## config.mk

```make
export PLATFORM = sky130hd
export DESIGN_NAME = two_button_pin_scan_debouncer
export DESIGN_NICKNAME = d
export VERILOG_FILES = /design/src/rtl/tbpsd_pkg.sv /design/src/rtl/tbpsd_scan_seq.sv /design/src/rtl/tbpsd_history.sv /design/src/rtl/two_button_pin_scan_debouncer.sv
export SDC_FILE = /design/constraint.sdc
export NUM_CORES = 1
export LEC_CHECK = 0
export BUFFER_PORTS_ARGS = -buffer_cell sky130_fd_sc_hd__clkbuf_2
export CORE_MARGIN = 3
export CORE_UTILIZATION = 65
export DETAILED_ROUTE_END_ITERATION = 6
export PLACE_DENSITY = 0.82
export SYNTH_ARGS = -nofsm -noshare
export SYNTH_HDL_FRONTEND = slang
export SYNTH_SLANG_ARGS = --single-unit
```

## constraint.sdc

```tcl
create_clock -name clock -period 5.8 [get_ports clock]
set_input_delay 0.58 -clock clock [delete_from_list [all_inputs] [get_ports clock]]
set_output_delay 0.58 -clock clock [all_outputs]
set_load 0.01 [all_outputs]
```

## src/rtl/tbpsd_pkg.sv

```systemverilog
// Shared types and constants for the two-button pin-scan debouncer.
// No dependencies; imported by every module of the block.
package tbpsd_pkg;

   localparam int HIST_BITS  = 2;
   localparam int HIST_DEPTH = 1 << HIST_BITS;

   localparam int CFG_WIDTH  = 16;
   localparam int ADDR_WIDTH = 2;
   localparam int REQ_WIDTH  = 8;
   localparam int RSP_WIDTH  = 8;

   // register indexes
   localparam logic [ADDR_WIDTH-1:0] REG_SCAN_PERIOD     = 2'd0;
   localparam logic [ADDR_WIDTH-1:0] REG_DISCHARGE_TICKS = 2'd1;
   localparam logic [ADDR_WIDTH-1:0] REG_CHARGE_TICKS    = 2'd2;

   localparam logic [CFG_WIDTH-1:0] SCAN_PERIOD_RST     = 16'd100;
   localparam logic [CFG_WIDTH-1:0] DISCHARGE_TICKS_RST = 16'd10;
   localparam logic [CFG_WIDTH-1:0] CHARGE_TICKS_RST    = 16'd10;
   localparam logic [CFG_WIDTH-1:0] COUNT_MAX           = 16'hFFFF;

   // scan classes / debounced directions
   typedef logic [1:0] class_type;
   localparam class_type CLS_NONE = 2'd0;
   localparam class_type CLS_POS  = 2'd1;
   localparam class_type CLS_NEG  = 2'd2;

   typedef enum logic [2:0] {
      PH_IDLE      = 3'b001,
      PH_DISCHARGE = 3'b010,
      PH_CHARGE    = 3'b100
   } phase_type;

   // one classified scan, sequencer to history
   typedef struct packed {
      logic      valid;
      class_type cls;
   } scan_event_type;

endpackage

```

## src/rtl/tbpsd_scan_seq.sv

```systemverilog
// Scan sequencer: wait counter, discharge/charge phases, pin classification.
// Depends on tbpsd_pkg.
module tbpsd_scan_seq (
   input  logic                          clock,
   input  logic                          reset,
   input  logic                          step,
   input  logic                          pin_level,
   input  logic [tbpsd_pkg::CFG_WIDTH-1:0] scan_period,
   input  logic [tbpsd_pkg::CFG_WIDTH-1:0] discharge_ticks,
   input  logic [tbpsd_pkg::CFG_WIDTH-1:0] charge_ticks,
   output tbpsd_pkg::scan_event_type     scan_event,
   output logic                          drive_low_in
);
   import tbpsd_pkg::*;

   logic [CFG_WIDTH-1:0] wait_ff, wait_in;
   logic [CFG_WIDTH-1:0] count_ff, count_in;
   phase_type            phase_ff, phase_in;
   logic                 first_ff, first_in;
   logic                 started;

   always_comb begin
      wait_in    = wait_ff;
      count_in   = count_ff;
      phase_in   = phase_ff;
      first_in   = first_ff;
      started    = 1'b0;
      scan_event = '{valid: 1'b0, cls: CLS_NONE};
      case (phase_ff)
         PH_DISCHARGE: begin
            if (count_ff == '0) begin
               phase_in = PH_CHARGE;
               count_in = charge_ticks;
            end else begin
               count_in = count_ff - 1'b1;
            end
         end
         PH_CHARGE: begin
            if (count_ff == '0) begin
               scan_event.valid = 1'b1;
               if (pin_level)
                  scan_event.cls = CLS_NONE;
               else if (!first_ff)
                  scan_event.cls = CLS_POS;
               else
                  scan_event.cls = CLS_NEG;
               phase_in = PH_IDLE;
            end else begin
               count_in = count_ff - 1'b1;
            end
         end
         default: begin
            phase_in = PH_IDLE;
            if (wait_ff >= scan_period) begin
               first_in = pin_level;
               wait_in  = '0;
               phase_in = PH_DISCHARGE;
               count_in = discharge_ticks;
               started  = 1'b1;
            end
         end
      endcase
      if (!started && wait_ff != COUNT_MAX)
         wait_in = wait_ff + 1'b1;
      drive_low_in = (phase_in == PH_DISCHARGE);
      scan_event.valid = scan_event.valid & step;
   end

   always_ff @(posedge clock) begin
      if (reset) begin
         wait_ff  <= '0;
         count_ff <= '0;
         phase_ff <= PH_IDLE;
         first_ff <= 1'b0;
      end else if (step) begin
         wait_ff  <= wait_in;
         count_ff <= count_in;
         phase_ff <= phase_in;
         first_ff <= first_in;
      end
   end

endmodule

```

## src/rtl/tbpsd_history.sv

```systemverilog
// Circular class history and all-equal compare giving the debounced direction.
// Depends on tbpsd_pkg.
module tbpsd_history (
   input  logic                       clock,
   input  logic                       reset,
   input  tbpsd_pkg::scan_event_type  scan_event,
   output tbpsd_pkg::class_type       direction_in
);
   import tbpsd_pkg::*;

   class_type            hist_ff [HIST_DEPTH];
   class_type            hist_in [HIST_DEPTH];
   logic [HIST_BITS-1:0] index_ff, index_in;
   class_type            stable_ff;
   logic                 same;

   always_comb begin
      index_in = index_ff + 1'b1;
      same     = 1'b1;
      for (int i = 0; i < HIST_DEPTH; i++)
         hist_in[i] = (index_in == HIST_BITS'(i)) ? scan_event.cls : hist_ff[i];
      for (int i = 1; i < HIST_DEPTH; i++)
         if (hist_in[i] != hist_in[0])
            same = 1'b0;
      direction_in = (scan_event.valid && same) ? hist_in[0] : stable_ff;
   end

   always_ff @(posedge clock) begin
      if (reset) begin
         for (int i = 0; i < HIST_DEPTH; i++)
            hist_ff[i] <= CLS_NONE;
         index_ff  <= '0;
         stable_ff <= CLS_NONE;
      end else if (scan_event.valid) begin
         hist_ff   <= hist_in;
         index_ff  <= index_in;
         stable_ff <= direction_in;
      end
   end

endmodule

```

## src/rtl/two_button_pin_scan_debouncer.sv

```systemverilog
// Two-button pin-scan debouncer, top level: config registers, output register.
// Each accepted tick's result item is registered in the output register and shown on rsp_tdata.
// Throughput: one tick per cycle; req_tready stays high while the output
// register is empty or being drained, so ticks stream back to back.
// Reset (synchronous, active high): registers to 100/10/10, idle phase,
// history all none, direction none, output register empty.
module two_button_pin_scan_debouncer (
   input  logic                            clock,
   input  logic                            reset,
   // config write port
   input  logic                            csr_we,
   input  logic [tbpsd_pkg::ADDR_WIDTH-1:0] csr_addr,
   input  logic [tbpsd_pkg::CFG_WIDTH-1:0]  csr_wdata,
   // tick input
   input  logic                            req_tvalid,
   output logic                            req_tready,
   input  logic [tbpsd_pkg::REQ_WIDTH-1:0]  req_tdata,  // [0] pin_level, [7:1] zero
   // result output
   output logic                            rsp_tvalid,
   input  logic                            rsp_tready,
   output logic [tbpsd_pkg::RSP_WIDTH-1:0]  rsp_tdata   // [0] pin_drive_low,
                                                        // [2:1] direction,
                                                        // [3] scan_done, [7:4] zero
);
   import tbpsd_pkg::*;

   logic [CFG_WIDTH-1:0] scan_period_ff, discharge_ff, charge_ff;
   logic                 step;
   logic                 drive_low_in;
   class_type            direction_in;
   scan_event_type       scan_event;
   logic                 rsp_valid_ff;
   logic [RSP_WIDTH-1:0] rsp_data_ff;

   // config registers; unknown index is dropped
   always_ff @(posedge clock) begin
      if (reset) begin
         scan_period_ff <= SCAN_PERIOD_RST;
         discharge_ff   <= DISCHARGE_TICKS_RST;
         charge_ff      <= CHARGE_TICKS_RST;
      end else if (csr_we) begin
         case (csr_addr)
            REG_SCAN_PERIOD:     scan_period_ff <= csr_wdata;
            REG_DISCHARGE_TICKS: discharge_ff   <= csr_wdata;
            REG_CHARGE_TICKS:    charge_ff      <= csr_wdata;
            default: ;
         endcase
      end
   end

   // take a tick whenever the output slot is free or draining this cycle
   assign req_tready = !rsp_valid_ff || rsp_tready;
   assign step       = req_tvalid && req_tready;

   tbpsd_scan_seq u_seq (
      .clock           (clock),
      .reset           (reset),
      .step            (step),
      .pin_level       (req_tdata[0]),
      .scan_period     (scan_period_ff),
      .discharge_ticks (discharge_ff),
      .charge_ticks    (charge_ff),
      .scan_event      (scan_event),
      .drive_low_in    (drive_low_in)
   );

   tbpsd_history u_hist (
      .clock        (clock),
      .reset        (reset),
      .scan_event   (scan_event),
      .direction_in (direction_in)
   );

   // result register
   always_ff @(posedge clock) begin
      if (reset) begin
         rsp_valid_ff <= 1'b0;
      end else if (step) begin
         rsp_valid_ff <= 1'b1;
      end else if (rsp_tready) begin
         rsp_valid_ff <= 1'b0;
      end
   end

   always_ff @(posedge clock) begin
      if (step)
         rsp_data_ff <= {4'b0000, scan_event.valid, direction_in, drive_low_in};
   end

   assign rsp_tvalid = rsp_valid_ff;
   assign rsp_tdata  = rsp_data_ff;

endmodule

```

Word-level counts from Yosys, hierarchy flattened --
Index checks and enable logic that the tools add are counted.
Word-level totals: input port bits 31, logic and storage cells 81, output and inout port bits 10, flip-flop bits (word level) 101
Cells by class: muxes and demuxes 27, bitwise logic cells 2, add/sub/neg operators 3, magnitude comparators 1, reductions and logical operators 19, equal/unequal tests 14
Operators by type and width (number):
- 16-bit 2-to-1 mux | 6
- 16-bit one-hot mux with 2 select lines | 1
- 16-bit by 1-bit adder with 16-bit output, second input constant | 1
- 16-bit >= comparator | 1
- 16-bit logical NOT | 1
- 2-bit 2-to-1 mux | 8
- 16-bit inequality test, second input constant | 1
- 16-bit by 1-bit subtractor with 16-bit output, second input constant | 1
- 3-bit 2-to-1 mux | 4
- 3-bit AND reduction | 3
- 1-bit 2-to-1 mux | 7
- 2-bit == test, second input constant | 3
- 3-bit by 2-bit == test with 1-bit output, second input constant | 2
- 2-bit inequality test | 3
- 3-bit one-hot mux with 2 select lines | 1
- 2-bit AND reduction | 3
- 2-bit by 1-bit == test with 1-bit output, second input constant | 2
- 2-bit logical NOT | 2
- 2-bit nonzero test | 2
- 3-bit == test, second input constant | 1
- 1-bit logical AND | 3
- 3-bit nonzero test | 1
- 2-bit by 1-bit adder with 2-bit output, second input constant | 1
- 1-bit logical NOT | 2
- other kinds (6) | 6

Logic depth before layout (Yosys ltp) --
depth after elaboration 11, gate-level depth with buffers 10, mapped depth without buffers 9

By module --
Synthesis repeated with hierarchy kept, for this count alone.
Unflattened totals: cells, all modules 616, area total of the unflattened synthesis 5469.0 sq um
By module, submodules not included:
- tbpsd_scan_seq | area an instance 2656.3 sq um, cells each 348, sequential area each 720.7 sq um, instances 1
- two_button_pin_scan_debouncer | area an instance 2163.3 sq um, cells each 197, sequential area each 1101.1 sq um, instances 1
- tbpsd_history | area an instance 649.4 sq um, cells each 71, sequential area each 240.2 sq um, instances 1

Worst setup path before layout --
No wires, ideal clock.
kind reg2reg, start register u_seq.count_ff[0], end register rsp_data_ff[1] (netlist: rsp_tdata[1]) (data pin), cell stages (with the launch flop) 10, slack 3.383 ns, setup time 0.261 ns, period minus slack after synthesis 2.417 ns, required time 5.539 ns, arrival 2.156 ns, buffers on the path 0, path through dfxtp_1 -> inv_1 -> ha_1 -> nor4b_1 -> nand4_4 -> or2_2 -> a211oi_1 -> o311a_1 -> and2_1 -> nor3_1
On the way: cells in the longest elaborated chain, start to end 10, elaborated cells on any way between the ends 16, those cells by class eq/ne (3); mux (10); bitwise (1); reduce/logical (2)
Ends and longest elaborated chain:
- start: declaration | RTL line tbpsd_scan_seq.sv:17 | logic [CFG_WIDTH-1:0] count_ff, count_in;
- start signal: assignment | RTL line tbpsd_scan_seq.sv:77 | count_ff <= count_in;
- 16-bit logical NOT (*) | RTL line tbpsd_scan_seq.sv:39 | if (count_ff == '0) begin
- 3-bit 2-to-1 mux (*) | RTL line tbpsd_scan_seq.sv:39
- 3-bit 2-to-1 mux (*) | RTL line tbpsd_scan_seq.sv:29 | case (phase_ff)
- 2-bit 2-to-1 mux | RTL line tbpsd_history.sv:21 | hist_in[i] = (index_in == HIST_BITS'(i)) ? scan_event.cls : hist_ff[i];
- 2-bit inequality test | RTL line tbpsd_history.sv:23 | if (hist_in[i] != hist_in[0])
- 1-bit 2-to-1 mux (3 in series) | RTL line tbpsd_history.sv:23
- 1-bit logical AND | RTL line tbpsd_history.sv:25 | direction_in = (scan_event.valid && same) ? hist_in[0] : stable_ff;
- 2-bit 2-to-1 mux (*) | RTL line tbpsd_history.sv:25
- named net direction_in[0] | RTL line two_button_pin_scan_debouncer.sv:30 | class_type direction_in;
- end signal: assignment | RTL line two_button_pin_scan_debouncer.sv:87 | rsp_data_ff <= {4'b0000, scan_event.valid, direction_in, drive_low_in};
- end: declaration | RTL line two_button_pin_scan_debouncer.sv:33 | logic [RSP_WIDTH-1:0] rsp_data_ff;
The timed path passes the listed nets; every way through them passes the cells marked *. A chain may end at the register's enable or synchronous reset.

Worst setup path in the final report --
start register u_seq.count_ff[0], end register u_seq.count_ff[1]
On the way: cells in the longest elaborated chain, start to end 3, elaborated cells on any way between the ends 7, those cells by class add/sub (1); eq/ne (1); mux (3); reduce/logical (2)
Ends and longest elaborated chain (RTL line):
- 16-bit by 1-bit subtractor with 16-bit output / 16-bit logical NOT (equally long branches)
- 16-bit 2-to-1 mux, or another cell as far along | tbpsd_scan_seq.sv:39
- 16-bit one-hot mux with 2 select lines / 3-bit AND reduction (equally long branches)
Several ways; a longest one is shown, not always the timed one. The select of a mux whose other input is x is not followed.

==> metrics.md <==
| Metric | Value |
|---|---|
| Most used DFF post-synth | `dfxtp_1` |
| CTS Sinks | `101` |
| CTS hold repair buffers | `0` |
| RSZ-0062 raised after global routing | `no` |
| CTS root buffer | `clkbuf_8` |
| Status | `finished clean` |
| Clk buf depth | `2` |
| Final #Nets | `740` |
| Routed len/inst | `16.8 um` |
| CP max-delay cell | `nor2_1` |
| Layout cell share with drive strength beyond 1 | `9.12%` |
| Share of the synthesized area in the top cell type | `36.9%` |
| Post-cts sizing count | `0` |
| Distinct cells, synth | `64` |
| Initial antenna violation count | `0` |
| Core box area | `7810 um^2` |
| Max_slew headroom | `24.1%` |
| Total Wirelength | `13,300 um` |
| Iteration count of the initial detailed-routing pass | `5` |
| Fmax | `0.312 GHz` |
| XOR/XNOR share of the synthesized area | `0.833%` |
| Hold WC Path Type | `input pin to flip-flop` |
| Pre-CTS WS | `2660 ps` |
| Final ANT Viol Nets | `0` |
| CP Data Arrival Time | `3490 ps` |
| Kind of critical path | `flip-flop to flip-flop` |
| Initial Util | `67.3%` |
| Post-synthesis mux area share | `0.405%` |
| Die ar. | `9200 um^2` |
| Final hold violations | `0` |
| Setup TNS | `0 ps` |
| LEAKAGE | `0.00207 uW` |
| IO Pins | `41` |
| Pwr Total | `1280 uW` |
| Asr flop ratio synth | `0%` |
| Die height | `95.9 um` |
| Setup bufs post-CTS | `0` |
| Post-synthesis adder-cell area fraction | `5.47%` |
| Final Max Slew Viols | `0` |
| Largest net degree at the start of global routing | `78` |
| Final Critical Period | `3210 ps` |
| H-tree Lvls | `3` |
| Number of max-cap violations | `0` |
| Power Density | `226 nW/um^2` |
| Num CTS Buffers | `9` |
| Post-synthesis simple-gate area fraction | `25.0%` |
| EDFF count, synth | `4` |
| Worst EP required | `6080 ps` |
| Critical Path Fanout Max | `18` |
| First-pass GRT wire length | `21,800 um` |
| Vias | `5,075` |
| Placed cells | `777` |
| Worst Path Buf+Inv | `1` |
| Final setup vio count | `0` |
| Sequential share of the synthesized area | `39.2%` |
| CTS tree | `built` |
| Post-Syn Instances | `674` |
| DRT iter0 DRCs | `344` |
| Via density | `6.40` |
| Synth-to-layout area growth | `7.36%` |
| Final RePlAce weighted congestion | `0.902` |
| Flops & latches, synth | `101` |
| Largest family of logic cells by synthesized area | `simple AND/OR/NAND/NOR gates` |
| Synth warn | `0` |
| Site row count | `32` |
| Dpl hpwl | `9160 um` |
| Final setup margin | `2590 ps` |
| WHS | `426 ps` |
| CP Cell Sequence | `inv_1, ha_1, nor4b_1, nand4_4, nor2_1, a22oi_1, o21ai_0, nor3_1, a211oi_1` |
| Register area | `2060 um^2` |
| Tot GR Track Use | `29.9%` |
| Slew @ Worst Pin | `1130 ps` |
| Critical Path Max Stage Delay | `840 ps` |
| Area leader, netlist | `dfxtp_1` |
| Number of diodes | `0` |
| Synth area leaders | `dfxtp_1 37%, nand2_1 9.8%, a21oi_1 8.8%` |
| Clock Latency Late Sink | `390 ps` |
| Finished Layout Cells | `793` |
| Die width | `95.9 um` |
| Max VDD drop | `0.000162 V` |
| Overflow after GRT | `0` |
| Most common cell after layout, fill and taps aside | `nand2_1` |
| Area occupied by multi-input gates | `2930 um^2` |
| Most frequent cells in the layout | `137 x nand2_1, 97 x dfxtp_1, 92 x a21oi_1` |
| Critical path launch point type | `flip-flop` |
| CP top delay family | `simple AND/OR/NAND/NOR gates` |
| Vias in the first global route | `4,538` |
| Final period util | `55.3%` |
| I/O Buffers | `29` |
| FILL cells | `650` |
| Worst setup EP type | `flip-flop` |
| Mean Syn Cell Area | `7.80 um^2` |
| Syn Std Cell Area | `5260 um^2` |
| Clk_skew | `17.8 ps` |
| Compound-Gate Fraction of Synth Area | `23.7%` |
| CTS clock-pin slew for the worst setup and hold paths | `120 ps` |
| Drt drc | `0` |
[Yosys cell counts (5+ instances only)]
library cell  count
a22oi_1           6
dfxtp_1          97
o31ai_1          10
inv_1            33
or3_1            14
nor3_1           14
nand2_1         137
a21oi_1          92
nor2_1           34
a22o_1            6
and3_1            5
nand3_1          29
clkbuf_1         28
nand4_1           7
a211oi_1          8
ha_1             23
o311ai_0          5
o21ai_0          34
o211ai_1         10
[cell type report]
class	count	area share, %
well taps	102	2.26
clock inverters	7	1.60
repair buffers	34	3.24
multi-input cells	507	52.0
inverters	33	2.20
clock buffers	9	2.20
flip-flops and latches	101	36.5
[where the power goes]
group,switching [uW],leakage (uW),internal [uW]
Combinational,60.3,0.00114,27.9
Clock,293,0.000101,175
Sequential,8.64,0.000826,713
[routing by layer]
metal | part of all wire [%] | vias to the layer above | track usage (%)
met2 | 48 | 204 | 49.4
met3 | 8.0 | 16 | 4.61
met1 | 43 | 2428 | 41.2
met4 | 1.2 | 0 | 6.75
li1 | - | 2427 | -
met5 | 0 | - | 0
[sequential cells by signal (all words and copies together) (netlist names)]
register,count
discharge_ff,16
u_seq.first_ff,1
u_hist.stable_ff,2
u_seq.wait_ff,16
charge_ff,16
scan_period_ff,16
rsp_tdata,4
u_seq.count_ff,16
u_hist.hist_ff,8
rsp_tvalid,1
u_seq.phase_ff,3
u_hist.index_ff,2
[worst reg2reg max path: stages, from the launching register on]
cell and delay, ps:
dfxtp_1 360, inv_1 120, ha_1 170, nor4b_1 510, nand4_4 340, nor2_1 850
a22oi_1 260, o21ai_0 170, nor3_1 70, a211oi_1 270
[through the flow]
stage	cell area [um^2]	utilization, %
after global placement	5430	69.5
final	5640	72.3
after floorplan	5270	-
after detailed placement	5430	69.5
after global routing	5640	72.3
after CTS	5640	72.3
[cells by family (layout without fill, tap and decap cells)]
family / count (synthesis) / in the layout
buffers and inverters: 69 / 83
AO/OA/AOI/OAI: 201 / 201
XOR/XNOR: 5 / 5
other: 1 / 4
adder cells (fa/ha/maj): 23 / 23
flip-flops: 101 / 101
AND/OR/NAND/NOR: 272 / 272
multiplexers: 2 / 2
[final timing paths]
path	from	end	slack [ps]	cells after the start
setup / recovery	u_seq.count_ff[0]	u_seq.count_ff[1]	2590	9
hold / removal	csr_wdata[11]	discharge_ff[11]	430	3
setup reg to reg	u_seq.count_ff[0]	u_seq.count_ff[1]	2590	9
hold reg to reg	u_hist.hist_ff[2]	u_hist.hist_ff[2]	460	2
No activity file was read; power rests on OpenSTA's default activity.
